===== config.mk =====
export PLATFORM = sky130hd
export DESIGN_NAME = video_frame_keyframe_gate
export DESIGN_NICKNAME = d
export VERILOG_FILES = /design/src/hdl/kfg_pkg.sv /design/src/hdl/video_frame_keyframe_gate.sv /design/src/hdl/kfg_scan.sv /design/src/hdl/kfg_gate.sv
export VERILOG_INCLUDE_DIRS = /design/src /design/src/hdl
export SDC_FILE = /design/constraint.sdc
export NUM_CORES = 1
export LEC_CHECK = 0
export BUFFER_PORTS_ARGS = -buffer_cell sky130_fd_sc_hd__buf_4
export CAP_MARGIN = 5
export CORE_UTILIZATION = 35
export CTS_CLUSTER_SIZE = 20
export DETAILED_ROUTE_END_ITERATION = 10
export PLACE_DENSITY_LB_ADDON = 0.25
export SLEW_MARGIN = 20
export SYNTH_ARGS = -nofsm -noshare
export SYNTH_HDL_FRONTEND = slang
export SYNTH_SLANG_ARGS = --single-unit

===== constraint.sdc =====
create_clock -name clk -period 18.3 [get_ports clk]
set_input_delay 0.915 -clock clk [delete_from_list [all_inputs] [get_ports clk]]
set_output_delay 0.915 -clock clk [all_outputs]
set_load 0.01 [all_outputs]

===== src/hdl/video_frame_keyframe_gate_macros.svh =====
// Assertion macros used by the keyframe gate top level.
`ifndef VIDEO_FRAME_KEYFRAME_GATE_MACROS_SVH
`define VIDEO_FRAME_KEYFRAME_GATE_MACROS_SVH

// The antecedent implies the consequent in the same cycle.
`define KFG_ASSERT_SAME(label, ante, cons, msg) \
  label: assert property (@(posedge clk) disable iff (rst) (ante) |-> (cons)) else $error(msg);

// The antecedent implies the consequent in the next cycle.
`define KFG_ASSERT_NEXT(label, ante, cons, msg) \
  label: assert property (@(posedge clk) disable iff (rst) (ante) |=> (cons)) else $error(msg);

`endif


===== src/hdl/kfg_pkg.sv =====
// Types and constants shared by the keyframe gate modules.
package kfg_pkg;

  typedef enum logic [1:0] {
    FMT_MJPEG = 2'd0,
    FMT_H264  = 2'd1,
    FMT_VP8   = 2'd2,
    FMT_OTHER = 2'd3
  } fmt_t;

  typedef enum logic [2:0] {
    ACT_DECODE    = 3'd0,
    ACT_DROP      = 3'd1,
    ACT_OTHER_FMT = 3'd2,
    ACT_LEN_ERR   = 3'd3,
    ACT_UNKNOWN   = 3'd4
  } action_t;

  typedef enum logic [1:0] {
    PH_SEEK   = 2'd0,
    PH_HEADER = 2'd1,
    PH_DONE   = 2'd2
  } scan_phase_t;

  localparam logic [4:0] NAL_UNSPEC = 5'd0;
  localparam logic [4:0] NAL_IDR    = 5'd5;
  localparam logic [4:0] NAL_SPS    = 5'd7;
  localparam logic [4:0] NAL_PPS    = 5'd8;
  localparam logic [4:0] NAL_AUD    = 5'd9;

  localparam logic [7:0] BYTE_ZERO = 8'h00;
  localparam logic [7:0] BYTE_ONE  = 8'h01;

  typedef struct packed {
    logic [7:0]  data_byte;
    logic        first_byte;
    logic        last_byte;
    fmt_t        frame_format;
    logic [15:0] frame_width;
    logic [15:0] frame_height;
    logic [31:0] frame_sequence;
    logic [31:0] declared_bytes;
  } in_item_t;

  typedef struct packed {
    logic        verdict;
    logic [31:0] byte_count;
  } scan_res_t;

  typedef struct packed {
    action_t action;
    logic    gap;
    logic    key;
    logic    waiting;
  } result_t;

endpackage


===== src/hdl/video_frame_keyframe_gate.sv =====
// Top level of the video frame keyframe gate: input register, scanner, verdict, result register.
// Takes one payload byte per clock, with header fields sampled on the byte flagged as first,
// except while a last byte waits on a stalled result register. Each byte is registered in the
// input register and is then folded into the frame state; the per-byte start code scan and
// byte count are combinational, which sets the rate of one byte per clock. On the last byte
// of a frame one verdict is written to the result register as the byte leaves the input
// register. The input side keeps accepting while a verdict waits, and stalls only when a
// last byte meets a full, stalled result register. No clearing pass follows reset.
`include "video_frame_keyframe_gate_macros.svh"

module video_frame_keyframe_gate (
  input  logic         clk,
  input  logic         rst,
  input  logic         s_axis_tvalid,
  output logic         s_axis_tready,
  // [7:0] data_byte, [23:8] frame_width, [39:24] frame_height,
  // [71:40] frame_sequence, [103:72] declared_bytes
  input  logic [103:0] s_axis_tdata,
  // [0] first_byte, [2:1] frame_format
  input  logic [2:0]   s_axis_tuser,
  input  logic         s_axis_tlast,
  output logic         m_axis_tvalid,
  input  logic         m_axis_tready,
  // [2:0] frame_action, [3] sequence_gap, [4] keyframe_seen, [5] still_waiting, [7:6] zero
  output logic [7:0]   m_axis_tdata
);

  logic               in_valid;
  kfg_pkg::in_item_t  in_item;
  logic               out_free;
  logic               advance;
  kfg_pkg::scan_res_t scan_res;
  kfg_pkg::result_t   result;
  kfg_pkg::result_t   out_data;

  assign out_free      = !m_axis_tvalid || m_axis_tready;
  assign advance       = in_valid && (!in_item.last_byte || out_free);
  assign s_axis_tready = !in_valid || advance;

  always_ff @(posedge clk) begin
    if (rst) begin
      in_valid <= 1'b0;
    end else if (s_axis_tready) begin
      in_valid <= s_axis_tvalid;
    end
  end

  always_ff @(posedge clk) begin
    if (s_axis_tready && s_axis_tvalid) begin
      in_item.data_byte      <= s_axis_tdata[7:0];
      in_item.frame_width    <= s_axis_tdata[23:8];
      in_item.frame_height   <= s_axis_tdata[39:24];
      in_item.frame_sequence <= s_axis_tdata[71:40];
      in_item.declared_bytes <= s_axis_tdata[103:72];
      in_item.first_byte     <= s_axis_tuser[0];
      in_item.frame_format   <= kfg_pkg::fmt_t'(s_axis_tuser[2:1]);
      in_item.last_byte      <= s_axis_tlast;
    end
  end

  kfg_scan u_scan (
    .clk        (clk),
    .rst        (rst),
    .step       (advance),
    .data_byte  (in_item.data_byte),
    .first_byte (in_item.first_byte),
    .last_byte  (in_item.last_byte),
    .res        (scan_res)
  );

  kfg_gate u_gate (
    .clk  (clk),
    .rst  (rst),
    .step (advance),
    .item (in_item),
    .scan (scan_res),
    .res  (result)
  );

  always_ff @(posedge clk) begin
    if (rst) begin
      m_axis_tvalid <= 1'b0;
    end else if (advance && in_item.last_byte) begin
      m_axis_tvalid <= 1'b1;
    end else if (m_axis_tready) begin
      m_axis_tvalid <= 1'b0;
    end
  end

  always_ff @(posedge clk) begin
    if (advance && in_item.last_byte) begin
      out_data <= result;
    end
  end

  assign m_axis_tdata = {2'b00, out_data.waiting, out_data.key, out_data.gap,
                         out_data.action};

  // A last byte must never overwrite a verdict that is still waiting.
  `KFG_ASSERT_SAME(a_no_overwrite,
                   m_axis_tvalid && !m_axis_tready && in_valid && in_item.last_byte,
                   !advance, "last byte advanced over a stalled verdict")
  // An empty input register always takes a new transaction.
  `KFG_ASSERT_SAME(a_ready_when_empty, !in_valid, s_axis_tready,
                   "input register empty but not ready")
  // Every completed frame shows up as a verdict in the next cycle.
  `KFG_ASSERT_NEXT(a_verdict_follows, advance && in_item.last_byte, m_axis_tvalid,
                   "frame end gave no verdict")
  // Only frames that took the H.264 path can carry a keyframe mark.
  `KFG_ASSERT_SAME(a_key_only_h264, m_axis_tvalid && out_data.key,
                   out_data.action == kfg_pkg::ACT_DECODE ||
                   out_data.action == kfg_pkg::ACT_DROP,
                   "keyframe mark on a non H.264 verdict")
  // A dropped frame leaves the gate waiting for a keyframe.
  `KFG_ASSERT_SAME(a_drop_waits, m_axis_tvalid && out_data.action == kfg_pkg::ACT_DROP,
                   out_data.waiting, "dropped frame without wait flag")

endmodule


===== src/hdl/kfg_scan.sv =====
// Annex B start code scanner and byte counter for the frame in progress.
module kfg_scan (
  input  logic                clk,
  input  logic                rst,
  input  logic                step,
  input  logic [7:0]          data_byte,
  input  logic                first_byte,
  input  logic                last_byte,
  output kfg_pkg::scan_res_t  res
);

  logic [31:0]          byte_counter, byte_counter_cur, byte_counter_next;
  logic [1:0]           zero_run, zero_run_cur, zero_run_next;
  kfg_pkg::scan_phase_t scan_phase, scan_phase_cur, scan_phase_next;
  logic                 seen_sps, seen_sps_cur, seen_sps_next;
  logic                 seen_pps, seen_pps_cur, seen_pps_next;
  logic                 scan_verdict, scan_verdict_cur, scan_verdict_next;
  logic [4:0]           nal_type;

  assign nal_type = data_byte[4:0];

  always_comb begin
    // A first byte starts the scan afresh before this byte is looked at.
    byte_counter_cur = first_byte ? 32'd0 : byte_counter;
    zero_run_cur     = first_byte ? 2'd0 : zero_run;
    scan_phase_cur   = first_byte ? kfg_pkg::PH_SEEK : scan_phase;
    seen_sps_cur     = first_byte ? 1'b0 : seen_sps;
    seen_pps_cur     = first_byte ? 1'b0 : seen_pps;
    scan_verdict_cur = first_byte ? 1'b0 : scan_verdict;

    byte_counter_next = (byte_counter_cur == '1) ? byte_counter_cur
                                                 : byte_counter_cur + 32'd1;
    zero_run_next     = zero_run_cur;
    scan_phase_next   = scan_phase_cur;
    seen_sps_next     = seen_sps_cur;
    seen_pps_next     = seen_pps_cur;
    scan_verdict_next = scan_verdict_cur;

    unique case (scan_phase_cur)
      kfg_pkg::PH_HEADER: begin
        scan_phase_next = kfg_pkg::PH_SEEK;
        zero_run_next   = 2'd0;
        priority if (nal_type == kfg_pkg::NAL_IDR || nal_type == kfg_pkg::NAL_AUD) begin
          scan_verdict_next = 1'b1;
          scan_phase_next   = kfg_pkg::PH_DONE;
        end else if (nal_type == kfg_pkg::NAL_SPS) begin
          seen_sps_next = 1'b1;
        end else if (nal_type == kfg_pkg::NAL_PPS) begin
          if (seen_sps_cur) begin
            seen_pps_next = 1'b1;
          end else begin
            scan_verdict_next = 1'b0;
            scan_phase_next   = kfg_pkg::PH_DONE;
          end
        end else if (nal_type != kfg_pkg::NAL_UNSPEC) begin
          scan_verdict_next = seen_sps_cur && seen_pps_cur;
          scan_phase_next   = kfg_pkg::PH_DONE;
        end else begin
          // An unspecified NAL type is skipped and the scan goes on seeking.
        end
      end
      kfg_pkg::PH_SEEK: begin
        priority if (data_byte == kfg_pkg::BYTE_ZERO) begin
          if (zero_run_cur < 2'd2) begin
            zero_run_next = zero_run_cur + 2'd1;
          end
        end else if (data_byte == kfg_pkg::BYTE_ONE && zero_run_cur >= 2'd2) begin
          scan_phase_next = kfg_pkg::PH_HEADER;
          zero_run_next   = 2'd0;
        end else begin
          zero_run_next = 2'd0;
        end
      end
      default: begin
      end
    endcase

    // An unfinished scan falls back to whether both parameter sets turned up.
    res.verdict    = (scan_phase_next == kfg_pkg::PH_DONE) ? scan_verdict_next
                                                           : (seen_sps_next && seen_pps_next);
    res.byte_count = byte_counter_next;
  end

  always_ff @(posedge clk) begin
    if (rst || (step && last_byte)) begin
      byte_counter <= '0;
      zero_run     <= '0;
      scan_phase   <= kfg_pkg::PH_SEEK;
      seen_sps     <= 1'b0;
      seen_pps     <= 1'b0;
      scan_verdict <= 1'b0;
    end else if (step) begin
      byte_counter <= byte_counter_next;
      zero_run     <= zero_run_next;
      scan_phase   <= scan_phase_next;
      seen_sps     <= seen_sps_next;
      seen_pps     <= seen_pps_next;
      scan_verdict <= scan_verdict_next;
    end
  end

endmodule


===== src/hdl/kfg_gate.sv =====
// Header latch, stream state and the per-frame verdict.
module kfg_gate (
  input  logic                clk,
  input  logic                rst,
  input  logic                step,
  input  kfg_pkg::in_item_t   item,
  input  kfg_pkg::scan_res_t  scan,
  output kfg_pkg::result_t    res
);

  logic [31:0]   prev_sequence, prev_sequence_next;
  logic [15:0]   stream_width, stream_width_next;
  logic [15:0]   stream_height, stream_height_next;
  logic          decoder_ready, decoder_ready_next;
  logic          wait_keyframe, wait_keyframe_next;
  kfg_pkg::fmt_t hdr_format, fmt_cur;
  logic [31:0]   hdr_sequence, seq_cur;
  logic [31:0]   hdr_length, len_cur;
  logic [15:0]   hdr_width, width_cur;
  logic [15:0]   hdr_height, height_cur;
  logic          gap;

  always_comb begin
    fmt_cur    = item.first_byte ? item.frame_format   : hdr_format;
    seq_cur    = item.first_byte ? item.frame_sequence : hdr_sequence;
    len_cur    = item.first_byte ? item.declared_bytes : hdr_length;
    width_cur  = item.first_byte ? item.frame_width    : hdr_width;
    height_cur = item.first_byte ? item.frame_height   : hdr_height;

    gap = (prev_sequence + 32'd1) != seq_cur;

    prev_sequence_next = seq_cur;
    stream_width_next  = stream_width;
    stream_height_next = stream_height;
    decoder_ready_next = decoder_ready;
    wait_keyframe_next = wait_keyframe;
    res.action         = kfg_pkg::ACT_DECODE;
    res.key            = 1'b0;

    if (scan.byte_count == 32'd0 || scan.byte_count != len_cur) begin
      res.action = kfg_pkg::ACT_LEN_ERR;
    end else begin
      unique case (fmt_cur)
        kfg_pkg::FMT_MJPEG: begin
          decoder_ready_next = 1'b0;
          res.action         = kfg_pkg::ACT_OTHER_FMT;
        end
        kfg_pkg::FMT_VP8: begin
          wait_keyframe_next = wait_keyframe || gap;
          decoder_ready_next = 1'b0;
          res.action         = kfg_pkg::ACT_OTHER_FMT;
        end
        kfg_pkg::FMT_H264: begin
          wait_keyframe_next = wait_keyframe || gap;
          if (stream_width != width_cur || stream_height != height_cur) begin
            decoder_ready_next = 1'b0;
            stream_width_next  = width_cur;
            stream_height_next = height_cur;
          end
          // A torn-down decoder is rebuilt and has to see a keyframe first.
          if (!decoder_ready_next) begin
            decoder_ready_next = 1'b1;
            wait_keyframe_next = 1'b1;
          end
          res.key = scan.verdict;
          if (wait_keyframe_next) begin
            if (scan.verdict) begin
              wait_keyframe_next = 1'b0;
            end else begin
              res.action = kfg_pkg::ACT_DROP;
            end
          end
        end
        default: begin
          res.action = kfg_pkg::ACT_UNKNOWN;
        end
      endcase
    end

    res.gap     = gap;
    res.waiting = wait_keyframe_next;
  end

  always_ff @(posedge clk) begin
    if (rst) begin
      prev_sequence <= '1;
      stream_width  <= '0;
      stream_height <= '0;
      decoder_ready <= 1'b0;
      wait_keyframe <= 1'b1;
      hdr_format    <= kfg_pkg::FMT_MJPEG;
      hdr_sequence  <= '0;
      hdr_length    <= '0;
      hdr_width     <= '0;
      hdr_height    <= '0;
    end else if (step) begin
      if (item.first_byte) begin
        hdr_format   <= item.frame_format;
        hdr_sequence <= item.frame_sequence;
        hdr_length   <= item.declared_bytes;
        hdr_width    <= item.frame_width;
        hdr_height   <= item.frame_height;
      end
      if (item.last_byte) begin
        prev_sequence <= prev_sequence_next;
        stream_width  <= stream_width_next;
        stream_height <= stream_height_next;
        decoder_ready <= decoder_ready_next;
        wait_keyframe <= wait_keyframe_next;
      end
    end
  end

endmodule


# After elaboration in Yosys (flattened, before gate mapping)

Index checks and enable logic that the tools add are counted.

$lt $le $gt $ge: 2
$add $sub $neg: 3
Bitwise gates (word level): 2
Mux-type cells: 54
Reductions and logical operators: 29
Eq/ne operators: 14

Operator list:

| cell                                           | number |
|---|---|
| two-way mux 32 bit                             | 4 |
| adder 32 x 1 -> 32 bit (second input constant) | 2 |
| inequality test 32 bit                         | 2 |
| == test 32 bit (second input constant)         | 1 |
| logical NOT 32 bit                             | 1 |
| two-way mux 16 bit                             | 2 |
| inequality test 16 bit                         | 2 |
| two-way mux 1 bit                              | 30 |
| two-way mux 2 bit                              | 12 |
| == test 5 x 3 -> 1 bit (second input constant) | 2 |
| == test 5 x 4 -> 1 bit (second input constant) | 2 |
| == test 8 x 1 -> 1 bit (second input constant) | 1 |
| logical NOT 8 bit                              | 1 |
| logical OR 1 bit                               | 8 |
| one-hot mux 2 bit (2 select lines)             | 2 |
| logical AND 1 bit                              | 6 |
| one-hot mux 3 bit (2 select lines)             | 1 |
| AND reduction 5 bit                            | 1 |
| nonzero test 5 bit                             | 1 |
| == test 2 x 1 -> 1 bit (second input constant) | 2 |
| == test 2 bit (second input constant)          | 2 |
| logical NOT 2 bit                              | 2 |
| one-hot mux 1 bit (2 select lines)             | 2 |
| AND reduction 4 bit                            | 1 |
| 9 further kinds                                | 14 |

Output and inout bits: 10
Bits in registers: 319

# Logic depth before layout (Yosys ltp)

Gate-level depths: netlist of the first run.

Depth after elaboration: 12
Gate-level depth with buffers: 19
Gate-level depth less buffers: 12

# Hierarchy

A second synthesis of the first run with hierarchy kept.

Cells, all modules: 1601
Area total of the unflattened synthesis: 15578.7 um2

Modules (own cells, without submodules):

| module                    | sequential area each (um2) | area an instance (um2) | instances | cells an instance |
|---|---|---|---|---|
| kfg_gate                  | 3283.1                     | 8962.3                 | 1         | 1057 |
| video_frame_keyframe_gate | 3463.3                     | 3545.9                 | 1         | 129 |
| kfg_scan                  | 780.7                      | 3070.4                 | 1         | 415 |

# Least setup slack after synthesis of the first run

Ideal clock, no wire load.

Path type: in2reg
From: input port m_axis_tready
To: register in_item[0] in the netlist's numbering, enable pin
Path buffers: 0
Cell stages on the path: 2
Setup time: 0.639 ns
Arrival time: 6.396 ns
Path slack: 11.265 ns
Cells stage by stage: nor2b_1 -> a31oi_1

Word-level cells in the longest chain between the ends: 5

Ends and longest elaborated chain:

| item              | line                            | text |
|---|---|---|
| start, declared   | video_frame_keyframe_gate.sv:23 | `input logic m_axis_tready,` |
| logical OR 1 bit  | video_frame_keyframe_gate.sv:36 | `assign out_free = !m_axis_tvalid \|\| m_axis_tready;` |
| logical OR 1 bit  | video_frame_keyframe_gate.sv:37 | `assign advance = in_valid && (!in_item.last_byte \|\| out_free);` |
| logical AND 1 bit | video_frame_keyframe_gate.sv:37 |  |
| logical OR 1 bit  | video_frame_keyframe_gate.sv:38 | `assign s_axis_tready = !in_valid \|\| advance;` |
| logical AND 1 bit | video_frame_keyframe_gate.sv:49 | `if (s_axis_tready && s_axis_tvalid) begin` |
| end, declared     | video_frame_keyframe_gate.sv:29 | `kfg_pkg::in_item_t in_item;` |

No other way between the ends.
A chain may end at the register's enable or synchronous reset.

# Final worst setup path of the first run

From: register in_item[99] (netlist name)
To: register u_gate.stream_width[11]

Word-level cells in the longest chain between the ends: 7
Elaborated cells on any way between the ends: 17
Those cells by class: add/sub (1); eq/ne (5); mux (6); bitwise (1); reduce/logical (4)

Ends and longest elaborated chain:

| item                                                         | line                           | text |
|---|---|---|
| two-way mux 32 bit                                           | kfg_scan.sv:24                 | `byte_counter_cur = first_byte ? 32'd0 : byte_counter;` |
| adder 32 x 1 -> 32 bit or == test 32 bit (tied branches)     | kfg_scan.sv:32, kfg_scan.sv:31 |  |
| two-way mux 32 bit                                           | kfg_scan.sv:31                 | `byte_counter_next = (byte_counter_cur == '1) ? byte_counter_cur` |
| inequality test 32 bit or logical NOT 32 bit (tied branches) | kfg_gate.sv:40                 | `if (scan.byte_count == 32'd0 \|\| scan.byte_count != len_cur) begin` |
| logical OR 1 bit                                             | kfg_gate.sv:40                 |  |
| NOT 1 bit (no source line)                                   | --                             |  |
| AND reduction 5 bit (no source line)                         | --                             |  |
| end signal, assigned                                         | kfg_gate.sv:106                | `stream_width <= stream_width_next;` |
| end, declared                                                | kfg_gate.sv:12                 | `logic [15:0] stream_width, stream_width_next;` |

Parallel ways exist; a longest one is shown, timed or not.

==> results of run 1 <==
kinds of logic after synthesis:
family / after synthesis
flops: 319
buf+inv: 151
fa+ha+maj: 6
other cells: 1
simple gates: 665
mux: 82
compound gates: 428
xor+xnor: 121
stage by stage:
stage / std cells / total power, W / setup WS, ns / hold WS, ns
after floorplan: 1774 / 0.000905 / 11.26 / 0.432
after global placement: 2374 / 0.000960 / 12.40 / 0.441
after detailed placement: 2374 / 0.000963 / 12.26 / 0.446
after CTS: 2442 / 0.00173 / 12.17 / 0.453
after global routing: 2442 / 0.00177 / 12.12 / 0.466
final: 2442 / 0.00170 / 12.53 / 0.451
layout make-up:
cell class / instances / area, um^2
multi-input cells: 1304 / 8080
inverters: 18 / 67.6
well taps: 600 / 751
repair buffers: 133 / 1010
flip-flops and latches: 319 / 7530
fillers: 4551 / 26800
clock buffers: 47 / 1030
clock inverters: 21 / 216
worst min-delay path by stage:
stage,startpoint,endpoint,slack [ns],cells after the start
after floorplan,u_scan.zero_run[0],u_scan.zero_run[0],0.43,2
after global placement,u_gate.hdr_width[14],u_gate.hdr_width[14],0.44,2
after detailed placement,u_gate.hdr_height[6],u_gate.hdr_height[6],0.45,2
after CTS,u_gate.hdr_height[6],u_gate.hdr_height[6],0.45,2
after global routing,u_gate.hdr_sequence[14],u_gate.hdr_sequence[14],0.47,2
final,u_gate.hdr_height[6],u_gate.hdr_height[6],0.45,2
power by group through the flow:
stage | logic (W) | registers [W] | clock network, W
after floorplan | 0.000114 | 0.000792 | 0
after global placement | 0.000163 | 0.000797 | 0
after detailed placement | 0.000165 | 0.000798 | 0
after CTS | 0.000166 | 0.000782 | 0.000782
after global routing | 0.000182 | 0.000785 | 0.000808
final | 0.000164 | 0.000782 | 0.000758
routing by layer:
| metal | global-route usage [%] | vias up | part of all wire, % |
|---|---|---|---|
| li1 | - | 6567 | - |
| met1 | 25.7 | 6333 | 44 |
| met2 | 33.9 | 297 | 49 |
| met3 | 2.85 | 74 | 3.9 |
| met4 | 7.07 | 0 | 3.0 |
| met5 | 0 | - | 0 |
registers in the layout, summed over array words and instances (netlist names), 6 cells and up:
signal / cells
u_gate.hdr_width: 16
u_gate.stream_height: 16
u_gate.stream_width: 16
u_scan.byte_counter: 32
u_gate.hdr_height: 16
u_gate.hdr_sequence: 32
m_axis_tdata: 6
u_gate.hdr_length: 32
in_item: 108
u_gate.prev_sequence: 32
worst max-delay path: stages (launching register included):
cell	delay, ns
edfxtp_1	0.41
buf_12	0.28
nor2b_1	0.23
ha_1	0.52
and4b_1	0.31
nand3_1	0.47
nor4_4	0.69
buf_4	0.45
or3_1	0.21
nand3_1	0.07
a2111o_1	0.42
nor4_2	0.31
and4_4	0.72
a21oi_1	0.13
a311oi_1	0.32
synthesized netlist by cell type, drive strengths merged, types with 12 or more instances:
cell type / instances
clkbuf: 77
and2: 13
dfxtp: 205
o211ai: 29
nand4: 32
and3: 18
nand2: 299
a21oi: 186
edfxtp: 114
a311oi: 35
xnor2: 91
inv: 16
nor2b: 12
o21ai: 61
xor2: 29
buf: 56
nor2: 94
nor4: 38
and4: 14
nor3: 37
mux2i: 76
nand3: 37
a22oi: 16
==> metrics, run 1 <==
core area=between 0.04 and 0.05 mm^2; Achievable Freq=173 MHz; drt pass-1 iters=5; Final Hold Fails=0; ys async rst share=0%; worst min path class=register to register; synth warn=0; adder-cell area share of the yosys netlist=0.463%; DRT iter0 DRCs=approximately 1000; WS Path Type=register to register; Synth-to-Final Area Change=15.2%; mapped cell area=0.0162 mm^2; Worst-Margin Slew=0.964 ns; FP Rows=between 70 and 80; TNS Setup=0 ns; number of synthesized flops with an enable pin=between 100 and 150; Post-DRT Antenna Nets=0; portion of netlist area occupied by mux cells=roughly 5.1%; Starting Density=between 30% and 40%; Worst EP arrival=6.21 ns; unrepaired setup endpoints after global routing=false; ANT cells=0; P per Cell Area=91.3 mW/mm^2; Worst VDD drop=a little over 90 uV; crit path from=in_item[99]; sw frac=approximately 25%; routed via count=13300; area leader, netlist=dfxtp_1; Yosys cell types=86; global placement routability congestion=0.908; Tot GR Track Use=20.0%; most frequent cells in the layout=nand2_1, dfxtp_1, a21oi_1; DRC=0; PortBufs=approximately 120; run status=finished clean; clock sink count=roughly 320; Max FO, Critical Path=120; top post-synthesis cells by area=dfxtp_1, edfxtp_1, nand2_1; post-route cell area=0.0187 mm^2; vias in the first global route=~13000; DIE HEIGHT=217 um; fin crit share=a little under a third; CTS tree=built; CP Capture Point=u_gate.stream_width[11]; syn_area_per_cell=between 9 and 10 um^2; NumNets Final=1931; Slew headroom=between 30% and 40%; Post-Synth XOR/XNOR Area=around 6.6%; CTS Buf Count=37; Via density=about 5.4; Clock power frac=between 40% and 50%; Slew Viols, Final=0; detailed placement HPWL=~32 mm; Congestion Overflow GR=0; Critical Path Start Type=register; #FFs+latches synth=around 320; worst endpoint required time=~19 ns; postcts setup bufs=0; CTS Buffer Depth=3; antenna violations before repair=0; synthesized instance count=1773; sequential fraction of the synthesis area=46.4%; CP Capture Type=register; depth of the worst register-to-register path=14; r2r setup slk=~13 ns; final WL=46.9 mm; DIE AREA=about 0.047 mm^2; internal power=~0.0013 W; Max Cap Violations=0; largest net degree at the start of global routing=~120; Synth Area in Compound Gates=~17%; Crit Reg-Reg Startpoint=in_item[99]; post_cts resized=0; commonest non-fill, non-tap cell in the layout=nand2_1; Comb pwr share=about a tenth; clock skew=~0.016 ns; P_leak=between 6 and 7 nW; largest family of logic cells by synthesized area=simple AND/OR/NAND/NOR gates; CTS root buf=clkbuf_16; H-tree levels=2; clk slew on worst S/H paths=0.06 ns; Hold Buf Count CTS=0; Placed Area=~0.017 mm^2; sw power=0.000420 W; register share of total power=between 40% and 50%; simple-gate share of the synthesized area=20.5%; crit path time final=roughly 5.8 ns; Synth top area share=around 25%; die width=roughly 220 um; Clock Latency Late Sink=0.56 ns; final setup violation count=0; worst r2r dst=u_gate.stream_width[11]; Top FF cell, synth=dfxtp_1; fraction of layout instances using a drive strength above 1=between 10% and 20%; first-pass GRT wire length=73.4 mm; Ports=around 120; WL/cell=between 15 and 20 um; final core occ=41.1%
(Power assumes the default switching activity.)
==> inputs of run 2 (changes only) <==
==> constraint.sdc (replaced) <==
create_clock -name clk -period 5.4 [get_ports clk]
set_input_delay 0.27 -clock clk [delete_from_list [all_inputs] [get_ports clk]]
set_output_delay 0.27 -clock clk [all_outputs]
set_load 0.01 [all_outputs]
==> metrics, run 2 (same netlist as run 1, synthesis figures left out) <==
largest net degree at the start of global routing=between 90 and 100; critical path cell sequence=nor2b_1 > ha_1 > buf_4 > nand4b_4 > nor3_2 > o211ai_1 > or4b_1 > a211oi_1 > nand4_1 > nor4_2 > and4_2 > buf_12 > a21oi_1 > a311oi_1; max FFs per register=~110; most frequent cells in the layout=nand2_1, dfxtp_1, a21oi_1; Slew headroom=~34%; run status=finished clean; drt pass-1 iters=7; clock sink count=319; CTS root buf=clkbuf_16; Synth-to-Final Area Change=22.8%; unrepaired setup endpoints after global routing=false; global placement routability congestion=0.957; Post-DRT Antenna Nets=0; ANT cells=0; worst endpoint required time=approximately 6 ns; Critical Path Start Type=register; Slew Viols, Final=0; dpl ws=~0.73 ns; NumNets Final=~2100; clock skew=0.0330 ns; CTS tree=built; Via density=about 5.4; WS Path Type=register to register; DIE AREA=~0.047 mm^2; final WL=49.4 mm; H-tree levels=2; Final Hold Fails=0; P_leak=approximately 7.2 nW; first-pass GRT wire length=between 70 and 80 mm; Worst Setup Slack, final=0.633 ns; DRC=0; crit path time final=around 4.8 ns; Worst-Margin Slew=between 0.9 and 1 ns; Tot GR Track Use=between 20% and 30%; antenna violations before repair=0; clk slew on worst S/H paths=0.06 ns; commonest non-fill, non-tap cell in the layout=nand2_1; TNS Setup=0 ns; CTS Buffer Depth=3; Slowest Stage Delay on Critical Path=around 0.68 ns; Worst VDD drop=between 200 and 250 uV; CTS Buf Count=37; PortBufs=approximately 120; Ports=122; post-route cell area=between 0.015 and 0.02 mm^2; Clock Latency Late Sink=0.56 ns; CP Capture Type=register; postcts setup bufs=0; Placed Area=about 0.018 mm^2; DRT iter0 DRCs=approximately 1000; Achievable Freq=around 210 MHz; Worst path slowest cell=or4b_1; routed via count=~14000; core area=~0.045 mm^2; die width=between 200 and 250 um; worst min path class=input port to register; vias in the first global route=between 10000 and 15000; fin crit share=around nine tenths; Top reg by flops=in_item; Max Cap Violations=0; Pwr Total=around 0.0058 W; Worst EP arrival=roughly 5.2 ns; WL/cell=19.2 um; DIE HEIGHT=217 um; fraction of layout instances using a drive strength above 1=12.4%; P per Cell Area=approximately 290 mW/mm^2; detailed placement HPWL=33.6 mm; Max FO, Critical Path=53; Congestion Overflow GR=0; Starting Density=35.6%; FP Rows=78; final setup violation count=0
-- run 2: cell count changes in the layout (fill, tap and decap cells not counted), moves of 2 or more --
| cell | change |
|---|---|
| dlygate4sd3_1 | +109 |
| bufinv_16 | -2 |
| clkbuf_1 | +6 |
| buf_4 | +23 |
| clkbuf_8 | +3 |
| clkinv_4 | -2 |
| clkinv_2 | -4 |
| inv_6 | -2 |
-- run 2: worst paths after layout --
check / start / to / slack (ns) / cells past startpoint
setup reg to reg: u_scan.byte_counter[1] / u_gate.stream_height[14] / 0.63 / 14
setup / recovery: u_scan.byte_counter[1] / u_gate.stream_height[14] / 0.63 / 14
hold reg to reg: u_gate.hdr_sequence[12] / u_gate.hdr_sequence[12] / 0.45 / 2
hold / removal: m_axis_tready / m_axis_tvalid / 0.12 / 4
-- run 2: where the power goes --
part           switching, W  total [W]  internal (W)
Sequential        0.0000666    0.00265       0.00258
Combinational      0.000349   0.000629      0.000280
Clock               0.00102    0.00248       0.00146
Total               0.00143    0.00576       0.00432
-- run 2: layout make-up --
class	count	area (um^2)
Fill cell	4400	25600
Multi-Input combinational cell	1304	8070
Sequential cell	319	7530
Timing Repair Buffer	266	2290
Clock buffer	55	1060
Tap cell	600	751
Clock inverter	12	121
Inverter	18	67.6
-- run 2: critical path: cells and delay by family (launching register included) --
kind                       cells  cell delay [ns]
and+or+nand+nor                7             2.63
AOI/OAI and AO/OA              4             0.91
buffers and inverters          2             0.49
DFF                            1             0.43
adders and majority gates      1             0.20
-- run 2: what timing repair did --
action | in CTS | in global routing
gates resized for setup | 0 | 0
endpoints found under the hold margin | 109 | 0
hold buffers | 109 | 0
-- run 2: routing by layer --
| metal | share of wire (%) | track usage [%] | up-vias | routed length (um) |
|---|---|---|---|---|
| li1 | - | - | 6830 | - |
| met1 | 45 | 26.8 | 6673 | 22000 |
| met2 | 48 | 35.0 | 352 | 23600 |
| met3 | 4.1 | 2.57 | 94 | 2030 |
| met4 | 3.6 | 8.99 | 0 | 1770 |
| met5 | 0 | 0 | - | 0 |
-- run 2: per-stage QoR --
step	utilization, %	hold slack [ns]	instances
3_5_place_dp	38.8	0.446	2398
5_1_grt	43.8	0.148	2574
6_report	43.8	0.117	2574
2_1_floorplan	-	0.369	1774
3_3_place_gp	38.7	0.440	2398
4_1_cts	43.8	0.100	2574
